[config.mk]
export PLATFORM = sky130hd
export DESIGN_NAME = mmis_fifo
export DESIGN_NICKNAME = d
export VERILOG_FILES = /design/src/design/mmis_fifo.sv
export SDC_FILE = /design/constraint.sdc
export NUM_CORES = 1
export LEC_CHECK = 0
export BUFFER_PORTS_ARGS = -buffer_cell sky130_fd_sc_hd__buf_2
export CORE_UTILIZATION = 30
export DETAILED_ROUTE_END_ITERATION = 12
export PLACE_DENSITY = 0.51
export SYNTH_ARGS = -nofsm -noshare
export SYNTH_HDL_FRONTEND = slang
export SYNTH_SLANG_ARGS = --single-unit
[constraint.sdc]
create_clock -name clk_i -period 3.5 [get_ports clk_i]
set_clock_uncertainty 0.15 [all_clocks]
set_input_delay 0.35 -clock clk_i [delete_from_list [all_inputs] [get_ports clk_i]]
set_output_delay 0.35 -clock clk_i [all_outputs]
set_load 0.03 [all_outputs]
[src/design/mmis_fifo.sv]
// Small first-in first-out queue with registered storage.
module mmis_fifo #(
  parameter int unsigned WIDTH = 8,
  parameter int unsigned DEPTH = 2
) (
  input  logic             clk_i,
  input  logic             rst_ni,
  input  logic             push_i,
  input  logic [WIDTH-1:0] wdata_i,
  output logic             full_o,
  input  logic             pop_i,
  output logic [WIDTH-1:0] rdata_o,
  output logic             empty_o
);

  localparam int unsigned PtrW = (DEPTH > 1) ? $clog2(DEPTH) : 1;
  localparam int unsigned CntW = $clog2(DEPTH + 1);

  logic [WIDTH-1:0] mem_q [DEPTH];
  logic [PtrW-1:0]  wr_ptr_q, wr_ptr_d;
  logic [PtrW-1:0]  rd_ptr_q, rd_ptr_d;
  logic [CntW-1:0]  cnt_q, cnt_d;
  logic             do_push, do_pop;

  assign full_o  = (cnt_q == CntW'(DEPTH));
  assign empty_o = (cnt_q == '0);
  assign do_push = push_i & ~full_o;
  assign do_pop  = pop_i & ~empty_o;
  assign rdata_o = mem_q[rd_ptr_q];

  always_comb begin
    wr_ptr_d = wr_ptr_q;
    rd_ptr_d = rd_ptr_q;
    if (do_push) begin
      wr_ptr_d = (wr_ptr_q == PtrW'(DEPTH - 1)) ? '0 : wr_ptr_q + PtrW'(1);
    end
    if (do_pop) begin
      rd_ptr_d = (rd_ptr_q == PtrW'(DEPTH - 1)) ? '0 : rd_ptr_q + PtrW'(1);
    end
    cnt_d = cnt_q + CntW'(do_push) - CntW'(do_pop);
  end

  always_ff @(posedge clk_i or negedge rst_ni) begin
    if (!rst_ni) begin
      wr_ptr_q <= '0;
      rd_ptr_q <= '0;
      cnt_q    <= '0;
    end else begin
      wr_ptr_q <= wr_ptr_d;
      rd_ptr_q <= rd_ptr_d;
      cnt_q    <= cnt_d;
    end
  end

  always_ff @(posedge clk_i) begin
    if (do_push) begin
      mem_q[wr_ptr_q] <= wdata_i;
    end
  end

endmodule

[Word-level counts from Yosys, hierarchy flattened]
Memories as Yosys holds them, arrays and structs flattened.
Index checks and enable logic that the tools add are counted.
Word-level totals
  flip-flop bits (word level): 4
  bits in writable memories: 16
  input bits: 12
  output and inout bits: 10
  logic and storage cells: 18
  memories: 1
Memory list
  mem_q: depth 2, bits a word 8, rd ports 1, clocked after memory_dff 0, wr ports 1, RTL line 19  | logic [WIDTH-1:0] mem_q [DEPTH];
Operators by class
  add/subtract/negate cells: 4
  equal/unequal tests: 1
  multiplexer cells: 4
  bitwise operators: 4
  reduce and logical (&&, ||, !) cells: 1
Operators with widths (count)
  1-bit two-way mux: 4
  1-bit adder, second input constant: 2
  2-bit by 1-bit adder with 2-bit output: 1
  1-bit AND: 2
  2-bit == test, second input constant: 1
  2-bit zero test: 1
  1-bit inverter: 2
  2-bit by 1-bit subtractor with 2-bit output: 1

[Logic depth before layout (Yosys ltp)]
  depth in word-level cells: 5
  depth in mapped cells: 7
  gate-level depth less buffers: 7

[Least setup slack after synthesis]
OpenSTA, ideal clock, no wires.
  path type: register -> register
  from: reg cnt_q[0]
  to: reg cnt_q[1]
  setup time: 0.123 ns
  data arrival time: 1.534 ns
  required time: 3.227 ns
  setup slack: 1.693 ns
  stages on the path, launching flop included: 8
  buffers on the path: 0
  clock period less this slack: 1.807 ns
  cell sequence: dfrtp_1 -> nor2_2 -> nor2b_2 -> ha_1 -> inv_1 -> ha_1 -> xnor2_1 -> xnor2_1
Between the ends
  elaborated cells between the ends (all ways): 8
  those cells by class: add/sub (2); eq/ne (1); bitwise (4); reduce/logical (1)
RTL lines
  from (decl): RTL line 22  | logic [CntW-1:0] cnt_q, cnt_d;
  from (signal assigned): RTL line 51  | cnt_q <= cnt_d;
  2-bit zero test: RTL line 26  | assign empty_o = (cnt_q == '0);
  net empty_o: RTL line 13  | output logic empty_o
  1-bit inverter: RTL line 28  | assign do_pop = pop_i & ~empty_o;
  1-bit AND: RTL line 28
  net do_pop: RTL line 23  | logic do_push, do_pop;
  2-bit by 1-bit subtractor with 2-bit output: RTL line 40  | cnt_d = cnt_q + CntW'(do_push) - CntW'(do_pop);
  net cnt_d[1]: RTL line 22
The timed path passes the listed nets, and every way through them passes these cells.
A chain may end at the register's enable or synchronous reset.

[Final worst setup path]
  from: reg rd_ptr_q
  to: out rdata_o[4]
Between the ends
  word-level cells in the longest chain between the ends: 1
Ends and longest elaborated chain
  from (decl): RTL line 21  | logic [PtrW-1:0] rd_ptr_q, rd_ptr_d;
  from (signal assigned): RTL line 50  | rd_ptr_q <= rd_ptr_d;
  memory 2 x 8 bit
  to (decl): RTL line 12  | output logic [WIDTH-1:0] rdata_o,
No other way between the ends.

==> qor.json <==
{
  "run_status": "finished, violations left",
  "failed_checks": "design-rule violations",
  "r2r_slack_ps": 1810,
  "finalPower_uw": 894,
  "cp_slowest_cell": "dfrtp_1",
  "clock_insertion_delay_worst_skew_ps": 300,
  "worstPathArrival_ps": 1460,
  "post_synth_num_cell_types": 14,
  "netlist_instances": 43,
  "final_nets": 83,
  "areaGrowthSynthToFinish_pct": 24.7,
  "syn_area_per_cell_um2": 18.2,
  "syn_nets": 57,
  "hold_start": "wdata_i[2]",
  "finalCriticalPeriod_ps": 1960,
  "netlist_area_um2": 785,
  "grt_first_pass_wirelength_mm": 1.79,
  "wire_length_after_detailed_routing_mm": 1.12,
  "gr-total-overflow": 0,
  "holdPathEnd": "mem_q[1][2]",
  "max_slew_margin_pct": 57.1,
  "fin_area_um2": 978,
  "synth.yosys.seq_area_share_pct": 74.0,
  "place.gp.congestion": 0.654,
  "cts.clk_slew.worst_paths_ps": 110,
  "maxSlewViolCount": 0,
  "irDropWorstVdd_mv": 0.572,
  "yosysMostFrequentCell": "edfxtp_1",
  "number_of_synthesized_flops_with_an_enable_pin": 16,
  "critical_path.max_stage_delay_ps": 600,
  "fraction_of_the_cycle_the_final_worst_path_needs_pct": 56.0,
  "detail_route.wl_per_cell_um": 11.5,
  "grt_antenna_before_repair": 0,
  "ys_top_cells_by_count": "16 x edfxtp_1, 8 x mux2_2, 4 x dfrtp_1",
  "seq_area_um2": 581,
  "synth-warning-count": 0,
  "numCtsBuffers": 3,
  "flops_latches_synth": 20,
  "cp-end-kind": "output port",
  "report.final.hold_viol_count": 0,
  "crit_buf_inv": 1,
  "die_height_um": 53.1,
  "placed_cell_area_um2": 916,
  "drt_first_pass_iters": 8,
  "dominant_cell_type_by_area_after_synthesis": "edfxtp_1",
  "portBuffers": 21,
  "drt_iter0_markers": 8,
  "post-synth-top-area-fraction_pct": 61.2,
  "cts_tree": "built",
  "max_cap_violations": 0,
  "min_delay_path_depth": 1,
  "timing.setup.critical_path_class": "reg -> out",
  "grt_max_degree": 13,
  "r2r-end": "cnt_q[1]",
  "worstHoldPathType": "in -> reg",
  "r2r.worst_path.cells": 7,
  "worstReg2RegStart": "cnt_q[1]",
  "fp.coreArea_um2": 2480,
  "tightestPinTransition_ps": 642,
  "boundaryPins": 22,
  "first_global_vias": 417,
  "num_antenna_cells": 0,
  "pwr_density_cell_nw_per_um2": 913,
  "final_layout_size_suffix_gt1_share_pct": 51.5,
  "chain_of_cells_forming_the_critical_path": "mux2_2 -> buf_2",
  "filler_cell_count": 250,
  "clock_tree.htree_level_count": 1,
  "fp-row-count": 18,
  "power.leakage_uw": 0.000401,
  "post_cts.repair.setup_buffers": 0,
  "critPathMaxFanout": 9,
  "most_area_consuming_cells_after_synthesis": "edfxtp_1 61%, dfrtp_1 13%, mux2_2 11%",
  "grt_use_total_pct": 9.56,
  "setup_viol": 0,
  "data_required_time_at_the_worst_endpoint_ps": 3000,
  "setup_tns_ps": 0,
  "synth_top_flop_cell": "edfxtp_1",
  "tritoncts_num_sinks": 20,
  "vias_per_cell": 4.39,
  "finalCoreUtilization_pct": 39.5,
  "critical_path.top_delay_family": "flip-flops",
  "drc_errors": 1,
  "post_place_worst_slack_ps": 1800,
  "async_reset_ff_share_pct": 20.0,
  "cts_max_path_buffers": 2,
  "unrepaired_setup_endpoints_after_global_routing": "no",
  "multi_input_area_um2": 185,
  "setup.worst_path.start_class": "register",
  "dieArea_um2": 2820,
  "clock_tree.root_cell": "clkbuf_4",
  "initial_core_util_pct": 31.7,
  "die-width_um": 53.1,
  "routed-via-count": 430,
  "timing.final.ws_setup_ps": 1540,
  "clock.fmax_mhz": 510,
  "antenna_violating_nets_post_route": 0
}
## cell type report
cell class              instances  area share (%)
well taps                      30            3.84
clock inverters                 1            3.07
repair buffers                 22            11.8
clock buffers                   3            2.30
inverters                       2           0.767
flip-flops and latches         20            59.3
multi-input cells              20            18.9
## metal layers
| metal | part of all wire (%) | global-route usage (%) | wire length, um |
|---|---|---|---|
| met1 | 48 | 10.9 | 535 |
| met2 | 44 | 15.4 | 493 |
| met3 | 6.9 | 4.31 | 78 |
| met4 | 1.5 | 3.95 | 17 |
| met5 | 0 | 0 | 0 |
## registers in the layout (all words and copies together), names as in the netlist
name and cells:
mem_q 16, cnt_q 2, wr_ptr_q 1, rd_ptr_q 1
## layout by cell type, fill, tap and decap left out
cell,netlist,final
nor2b_2,1,1
nor2_1,1,1
nand2b_1,1,1
inv_1,2,2
xnor2_1,3,3
nand2_1,1,1
mux2_2,8,8
edfxtp_1,16,16
buf_2,0,21
ha_1,2,2
dlygate4sd3_1,0,1
dfrtp_1,4,4
clkbuf_4,0,3
xor2_1,1,1
bufinv_16,0,1
nor2_2,1,1
and3_1,1,1
## per-stage QoR
step,hold slack (ps),cells
2_1_floorplan,-95.6,43
3_3_place_gp,11.0,93
3_5_place_dp,10.5,93
4_1_cts,62.4,98
5_1_grt,54.2,98
6_report,75.1,98
## where the power goes
group | leakage, uW | switching [uW] | internal (uW)
registers | 0.000195 | 44.0 | 333
clock network | 0.0000279 | 73.5 | 116
logic | 0.000178 | 199 | 129
total | 0.000401 | 316 | 577
## cells by family (layout without fill, tap and decap cells)
group,after synthesis,in the layout,share of synthesized area (%)
adders and majority gates,2,2,3.19
muxes,8,8,11.5
buffers and inverters,3,28,2.39
and+or+nand+nor,6,6,4.47
DFF,20,20,74.0
xor gates and xnor gates,4,4,4.47
## how the worst max path moves through the flow
stage	startpoint	endpoint	slack, ps	depth (start not counted)
global route	rd_ptr_q	rdata_o[4]	1440	2
finish	rd_ptr_q	rdata_o[4]	1540	2
CTS	rd_ptr_q	rdata_o[4]	1490	2
detailed placement	cnt_q[1]	mem_q[0][4]	1800	3
global placement	cnt_q[1]	mem_q[0][6]	1820	3
floorplan	cnt_q[0]	cnt_q[1]	1690	7
## repair_timing
| item | 4_1_cts | 5_1_grt |
|---|---|---|
| hold endpoints to repair | 4 | 0 |
| hold buffers | 1 | 0 |
| gates resized for setup | 0 | 0 |
Note: power is estimated with default switching activity, not from simulation.
