[src/design/mmis_pkg.sv]
// Shared constants, instruction codes and transaction types of the mini-MIPS step block.
package mmis_pkg;

  localparam int unsigned DEF_DATA_WORDS = 256;
  localparam int unsigned DEF_DATA_WIDTH = 32;
  localparam int unsigned RegCount       = 8;
  localparam int unsigned RegIdxW        = 3;
  localparam int unsigned PcW            = 8;
  localparam int unsigned ImmW           = 6;
  localparam int unsigned TgtW           = 7;
  localparam int unsigned OutW           = 32;
  localparam int unsigned QueueDepth     = 2;

  localparam logic [3:0] OPC_RTYPE = 4'd0;
  localparam logic [3:0] OPC_JUMP  = 4'd2;
  localparam logic [3:0] OPC_ADDI  = 4'd4;
  localparam logic [3:0] OPC_BEQ   = 4'd8;
  localparam logic [3:0] OPC_LW    = 4'd11;
  localparam logic [3:0] OPC_SW    = 4'd15;

  localparam logic [2:0] FN_ADD = 3'd0;
  localparam logic [2:0] FN_SUB = 3'd2;
  localparam logic [2:0] FN_AND = 3'd4;
  localparam logic [2:0] FN_OR  = 3'd5;

  typedef enum logic [3:0] {
    CLS_ADD  = 4'd0,
    CLS_SUB  = 4'd1,
    CLS_AND  = 4'd2,
    CLS_OR   = 4'd3,
    CLS_ADDI = 4'd4,
    CLS_LW   = 4'd5,
    CLS_SW   = 4'd6,
    CLS_BEQ  = 4'd7,
    CLS_JUMP = 4'd8,
    CLS_BAD  = 4'd9
  } cls_e;

  typedef struct packed {
    cls_e                cls;
    logic [RegIdxW-1:0]  rs;
    logic [RegIdxW-1:0]  rt;
    logic [RegIdxW-1:0]  rd;
    logic [ImmW-1:0]     imm;
    logic [TgtW-1:0]     target;
  } dec_t;

  typedef struct packed {
    logic [PcW-1:0]      next_pc;
    logic                reg_write;
    logic [RegIdxW-1:0]  reg_index;
    logic [OutW-1:0]     reg_value;
    logic                mem_write;
    logic [PcW-1:0]      mem_address;
    logic [OutW-1:0]     mem_value;
    logic                branch_taken;
    logic                illegal_code;
  } res_t;

endpackage

[src/design/mmis_fifo.sv]
// Small first-in first-out queue with registered storage.
module mmis_fifo #(
  parameter int unsigned WIDTH = 8,
  parameter int unsigned DEPTH = 2
) (
  input  logic             clk_i,
  input  logic             rst_ni,
  input  logic             push_i,
  input  logic [WIDTH-1:0] wdata_i,
  output logic             full_o,
  input  logic             pop_i,
  output logic [WIDTH-1:0] rdata_o,
  output logic             empty_o
);

  localparam int unsigned PtrW = (DEPTH > 1) ? $clog2(DEPTH) : 1;
  localparam int unsigned CntW = $clog2(DEPTH + 1);

  logic [WIDTH-1:0] mem_q [DEPTH];
  logic [PtrW-1:0]  wr_ptr_q, wr_ptr_d;
  logic [PtrW-1:0]  rd_ptr_q, rd_ptr_d;
  logic [CntW-1:0]  cnt_q, cnt_d;
  logic             do_push, do_pop;

  assign full_o  = (cnt_q == CntW'(DEPTH));
  assign empty_o = (cnt_q == '0);
  assign do_push = push_i & ~full_o;
  assign do_pop  = pop_i & ~empty_o;
  assign rdata_o = mem_q[rd_ptr_q];

  always_comb begin
    wr_ptr_d = wr_ptr_q;
    rd_ptr_d = rd_ptr_q;
    if (do_push) begin
      wr_ptr_d = (wr_ptr_q == PtrW'(DEPTH - 1)) ? '0 : wr_ptr_q + PtrW'(1);
    end
    if (do_pop) begin
      rd_ptr_d = (rd_ptr_q == PtrW'(DEPTH - 1)) ? '0 : rd_ptr_q + PtrW'(1);
    end
    cnt_d = cnt_q + CntW'(do_push) - CntW'(do_pop);
  end

  always_ff @(posedge clk_i or negedge rst_ni) begin
    if (!rst_ni) begin
      wr_ptr_q <= '0;
      rd_ptr_q <= '0;
      cnt_q    <= '0;
    end else begin
      wr_ptr_q <= wr_ptr_d;
      rd_ptr_q <= rd_ptr_d;
      cnt_q    <= cnt_d;
    end
  end

  always_ff @(posedge clk_i) begin
    if (do_push) begin
      mem_q[wr_ptr_q] <= wdata_i;
    end
  end

endmodule

[src/design/mmis_front.sv]
// Front end: takes instruction words, classifies them and queues the decoded form.
module mmis_front
  import mmis_pkg::*;
(
  input  logic        clk_i,
  input  logic        rst_ni,
  input  logic        push_i,
  input  logic [15:0] instr_i,
  output logic        full_o,
  input  logic        pop_i,
  output dec_t        item_o,
  output logic        empty_o
);

  dec_t                 dec;
  logic [$bits(dec_t)-1:0] q_rdata;

  always_comb begin
    dec.rs     = instr_i[11:9];
    dec.rt     = instr_i[8:6];
    dec.rd     = instr_i[5:3];
    dec.imm    = instr_i[5:0];
    dec.target = instr_i[6:0];
    unique case (instr_i[15:12])
      OPC_RTYPE: begin
        unique case (instr_i[2:0])
          FN_ADD:  dec.cls = CLS_ADD;
          FN_SUB:  dec.cls = CLS_SUB;
          FN_AND:  dec.cls = CLS_AND;
          FN_OR:   dec.cls = CLS_OR;
          default: dec.cls = CLS_BAD;
        endcase
      end
      OPC_ADDI: dec.cls = CLS_ADDI;
      OPC_LW:   dec.cls = CLS_LW;
      OPC_SW:   dec.cls = CLS_SW;
      OPC_BEQ:  dec.cls = CLS_BEQ;
      OPC_JUMP: dec.cls = CLS_JUMP;
      default:  dec.cls = CLS_BAD;
    endcase
  end

  mmis_fifo #(
    .WIDTH($bits(dec_t)),
    .DEPTH(QueueDepth)
  ) u_queue (
    .clk_i   (clk_i),
    .rst_ni  (rst_ni),
    .push_i  (push_i),
    .wdata_i (dec),
    .full_o  (full_o),
    .pop_i   (pop_i),
    .rdata_o (q_rdata),
    .empty_o (empty_o)
  );

  assign item_o = dec_t'(q_rdata);

endmodule

[config.mk]
export PLATFORM = sky130hd
export DESIGN_NAME = mmis_front
export DESIGN_NICKNAME = d
export VERILOG_FILES = /design/src/design/mmis_pkg.sv /design/src/design/mmis_fifo.sv /design/src/design/mmis_front.sv
export SDC_FILE = /design/constraint.sdc
export NUM_CORES = 1
export LEC_CHECK = 0
export ABC_AREA = 1
export BUFFER_PORTS_ARGS = -buffer_cell sky130_fd_sc_hd__buf_2
export CAP_MARGIN = 10
export CORE_UTILIZATION = 50
export DETAILED_ROUTE_END_ITERATION = 6
export PLACE_DENSITY = 0.78
export SLEW_MARGIN = 0
export SYNTH_ARGS = -nofsm -noshare
export SYNTH_HDL_FRONTEND = slang
export SYNTH_SLANG_ARGS = --single-unit
[constraint.sdc]
create_clock -name clk_i -period 2.1 [get_ports clk_i]
set_clock_uncertainty 0.2 [all_clocks]
set_input_delay 0.42 -clock clk_i [delete_from_list [all_inputs] [get_ports clk_i]]
set_output_delay 0.42 -clock clk_i [all_outputs]
set_load 0.02 [all_outputs]
Word-level counts from Yosys, hierarchy flattened
Memories as Yosys holds them, arrays and structs flattened.
Index checks and enable logic that the tools add are counted.
{"block": "word_totals", "latchBits": 0, "ram_bits": 52, "wordCells": 30, "inputBits": 20, "mem_bits_ro": 0, "reg_bits": 4, "n_memories": 1, "out_inout_bits": 28}
{"memory": "u_queue.mem_q", "depth": 2, "width": 26, "rd": 1, "rd_clocked_by_memory_dff": 0, "write_ports": 1, "line_no": "mmis_fifo.sv:19", "rtl": "logic [WIDTH-1:0] mem_q [DEPTH];"}
{"block": "classes", "mul": 0, "magnitude_cmp": 0, "eq_ne": 9, "n_reduce_logical": 3, "shifts": 0, "n_bitwise": 4, "div_mod_pow": 0, "add_sub_neg": 4, "n_mux": 6}
{"op": "4-bit case mux with 6 select lines", "n": 1}
{"op": "4-bit case mux with 4 select lines", "n": 1}
{"op": "4-bit equality test (second input constant)", "n": 3}
{"op": "3-bit equality test (second input constant)", "n": 2}
{"op": "4-bit by 2-bit equality test with 1-bit output (second input constant)", "n": 1}
{"op": "4-bit by 3-bit equality test with 1-bit output (second input constant)", "n": 1}
{"op": "4-bit logical NOT", "n": 1}
{"op": "1-bit two-way mux", "n": 4}
{"op": "3-bit by 2-bit equality test with 1-bit output (second input constant)", "n": 1}
{"op": "3-bit logical NOT", "n": 1}
{"op": "1-bit adder (second input constant)", "n": 2}
{"op": "2-bit by 1-bit adder with 2-bit output", "n": 1}
{"op": "1-bit AND", "n": 2}
{"op": "2-bit equality test (second input constant)", "n": 1}
{"op": "2-bit logical NOT", "n": 1}
{"op": "1-bit inverter", "n": 2}
{"op": "2-bit by 1-bit subtractor with 2-bit output", "n": 1}

Logic depth before layout (Yosys ltp)
{"block": "depth", "ltp_word": 5, "depth_mapped": 6}

By module
A second synthesis with hierarchy kept.
{"block": "unflattened", "cells_unflattened": 197, "hier_area_um2": 2299.7}
{"module": "mmis_fifo", "seq_area_each_um2": 1661.6, "cells_each": 169, "area_each_um2": 2164.6, "n_inst": 1}
{"module": "mmis_front", "seq_area_each_um2": 0.0, "cells_each": 28, "area_each_um2": 135.1, "n_inst": 1}

Least setup slack after synthesis
No wires, ideal clock.
{"block": "synth_timing", "path_type": "register to register", "from": "register u_queue.cnt_q[1]", "to": "memory u_queue.mem_q[1][13] (netlist bit), enable pin", "path_stages_with_launch": 4, "synth_period_minus_slack_ns": 1.850, "arrival_ns": 1.260, "setup_slack_ns": 0.250, "n_path_buf": 0, "setup_ns": 0.390, "path_cell_list": "dfrtp_1 > inv_2 > o21ai_2 > nor2_1"}
{"block": "synth_between", "elab_chain_len": 5}
{"element": "start, declared", "line_no": "mmis_fifo.sv:22", "rtl": "logic [CntW-1:0] cnt_q, cnt_d;"}
{"element": "start signal, assigned", "line_no": "mmis_fifo.sv:51", "rtl": "cnt_q <= cnt_d;"}
{"element": "2-bit equality test", "line_no": "mmis_fifo.sv:25", "rtl": "assign full_o = (cnt_q == CntW'(DEPTH));"}
{"element": "1-bit inverter", "line_no": "mmis_fifo.sv:27", "rtl": "assign do_push = push_i & ~full_o;"}
{"element": "1-bit AND", "line_no": "mmis_fifo.sv:27"}
{"element": "1-bit two-way mux", "line_no": "mmis_fifo.sv:56", "rtl": "if (do_push) begin"}
{"element": "1-bit two-way mux (not written as such)", "line_no": "mmis_fifo.sv:57", "rtl": "mem_q[wr_ptr_q] <= wdata_i;"}
{"element": "end, declared", "line_no": "mmis_fifo.sv:19"}
Every way passes these cells.

==> results.toml <==
[status]
status = "finished clean"

[worst_hold_path]
hp-class = "input port to flop"

[critical_path]
crit_required_ns = 1.48
worst_path_most_repeated_cell = "nand2_1"
cp-start-kind = "flop"
crit_arrival_ns = 1.32
cp_slowest_cell = "dfrtp_1"
cp_max_fo = 17
crit_type = "flop to output port"
rrSetupSlack_ns = 0.36
cp-end-kind = "output port"
crit_family = "buffers and inverters"
max_stage_delay_ns = 0.41
critPathBufInv = 2
path_cells = "inv_2 -> nand2_1 -> nand2_1 -> buf_2"

[placed_design]
gp_congestion = 0.793
portBuffers = 47
place_ws_ns = 0.351
hpwl_um = 1930

[routing]
drtAntennaViolNets = 0
vias = 1118
drtIter0Drc = 34
vias_per_cell = 4.66
wl_um = 2630
drc = 0
routedWlPerCell_um = 11.0
drt_pass1_iterations = 4

[synth]
yosys_most_used_dff = "edfxtp_1"
synthTopCellsByArea = "edfxtp_1, nand2_1, dfrtp_1"
yosysTopAreaCell = "edfxtp_1"
ys_seq_area_share_pct = 66.7
ys_types = 19
async_flop_share_pct = 11.1
syn_inst = 150
synth_edf_count = 32
syn_area_um2 = 1590
synth.most_common_cell = "nand2_1"
synth_top_area_share_pct = 60.4
syn_area_per_cell_um2 = 10.6
ys_top_cells_by_count = "nand2_1, edfxtp_1, inv_1"
ys_seq_elements = 36
synth_warnings = 0
syn-num-nets = 172

[grt]
grt_pass1_vias = 1063
met3_usage_pct = 3.74
overflow = 0
met2_usage_pct = 33.0
grt.busiest_layer = "met2"
grt_antenna_before_repair = 0
globalRouteMet1Util_pct = 16.7
grt_max_degree = 18
grt_usage_pct = 17.1
grt_pass1_wl_um = 4240

[cells_and_area]
antenna_cells = 0
nets = 217
register_area_um2 = 1060
area_growth_syn_to_layout_pct = 17.3
multi_input_area_um2 = 380
drive_gt1_share_pct = 30.6
fillCellCount = 238

[sta]
tightestPinTransition_ns = 0.296
post-route-min-period_ns = 1.94
hold_viol = 0
post-route-period-util_pct = 92.5
setup_viol = 0
rsz0062_at_grt = "false"
finalWorstSetupSlack_ns = 0.157
drv_slew = 0
relSlewSlack_pct = 80.3
tns_ns = 0
max_clock_freq_ghz = 0.515

[clock_tree]
post_cts_buffers = 0
cts_htree_levels = 2
clk_path_buf_depth = 2
cts_buffers = 5
clk_latency_ns = 0.32
clk_pin_slew_worst_paths_ns = 0.09
cts_tree = "yes"
cts.sinks = 36
cts_resized = 0
cts_root_buffer = "clkbuf_4"
hold_buffers = 1

[flow_run]
maxCapViolations = 0

[pwr]
peakVddDrop_uv = 609
p_leak_nw = 0.902
power_density_nw_per_um2 = 1400

[floorplan]
fp.coreArea_um2 = 3030
io_pins = 48
die_w_um = 58.4
fp-row-count = 20
die_y_um = 58.4
die_area_um2 = 3410
start_util_pct = 52.5
routing by layer:
metal | wire length, µm | vias to the layer above
li1 | - | 561
met1 | 977 | 516
met2 | 1470 | 35
met3 | 126 | 6
met4 | 57 | 0
met5 | 0 | -
worst register-to-register path: stages (launching register included):
cell and delay (ns):
dfrtp_1 0.44, o21ai_1 0.25, inv_1 0.10, ha_1 0.29, inv_1 0.04, ha_1 0.19, xnor2_1 0.12
cell type report:
cell class	instances	share of cell area, %
clock inverter	1	0.201
sequential	36	56.9
timing repair buffer	51	14.4
multi-input combinational	87	20.4
inverter	14	2.82
clock buffer	7	2.41
tap	44	2.95
cells in the final DEF (no fill, tap or decap):
cell type       n
nor2_2          2
ha_1            2
nand4_1         1
inv_1          12
o21ai_2         1
xor2_1          1
o21ai_0         1
nor2_1         10
or2_0           1
nand3_1         3
buf_4           3
clkinv_1        1
dfrtp_1         4
nand2_1        62
dlygate4sd3_1   1
buf_2          47
edfxtp_1       32
xnor2_1         2
inv_2           2
o21ai_1         1
clkbuf_4        5
clkbuf_1        2
metrics by stage:
stage                     utilization (%)  power (mW)  cells  instance area [µm²]  hold WS (ns)
after floorplan                         -        2.04    150                 1590       -0.0756
after global placement               59.7        2.26    231                 1810        0.0290
after detailed placement             59.7        2.31    231                 1810        0.0326
after CTS                            61.6        2.63    240                 1870        0.0803
after global routing                 61.6        2.79    240                 1870        0.0675
final                                61.6        2.60    240                 1870        0.0891
logic make-up (layout without fill, tap and decap cells):
kind of cell	count (synthesis)	after routing	share of synthesized area (%)
AND/OR/NAND/NOR	79	79	19.5
AO/OA/AOI/OAI	3	3	1.18
flip-flops	36	36	66.7
adder cells (fa/ha/maj)	2	2	1.57
buffers and inverters	27	73	9.36
XOR/XNOR	3	3	1.65
worst paths after layout:
| path | endpoint | depth (start not counted) | from |
|---|---|---|---|
| setup / recovery | item_o[10] | 4 | u_queue.rd_ptr_q$_DFFE_PN0P_ |
| hold / removal | u_queue.mem_q[1][21]$_DFFE_PP_ | 1 | instr_i[11] |
| setup reg to reg | u_queue.cnt_q[1]$_DFF_PN0_ | 6 | u_queue.cnt_q[0]$_DFF_PN0_ |
| hold reg to reg | u_queue.wr_ptr_q$_DFFE_PN0P_ | 2 | u_queue.wr_ptr_q$_DFFE_PN0P_ |
| max in group asynchronous | u_queue.wr_ptr_q$_DFFE_PN0P_ | 2 | rst_ni |
| min in group asynchronous | u_queue.cnt_q[0]$_DFF_PN0_ | 2 | rst_ni |
sequential cells by signal, indices dropped and copies added (netlist names):
register / cells
u_queue.mem_q: 32
u_queue.wr_ptr_q: 1
u_queue.rd_ptr_q: 1
u_queue.cnt_q: 2
power breakdown:
part | switching, mW | internal, mW
clock | 0.194 | 0.129
sequential | 0.0700 | 0.986
combinational | 0.847 | 0.378
total | 1.11 | 1.49
(Power assumes the default switching activity.)
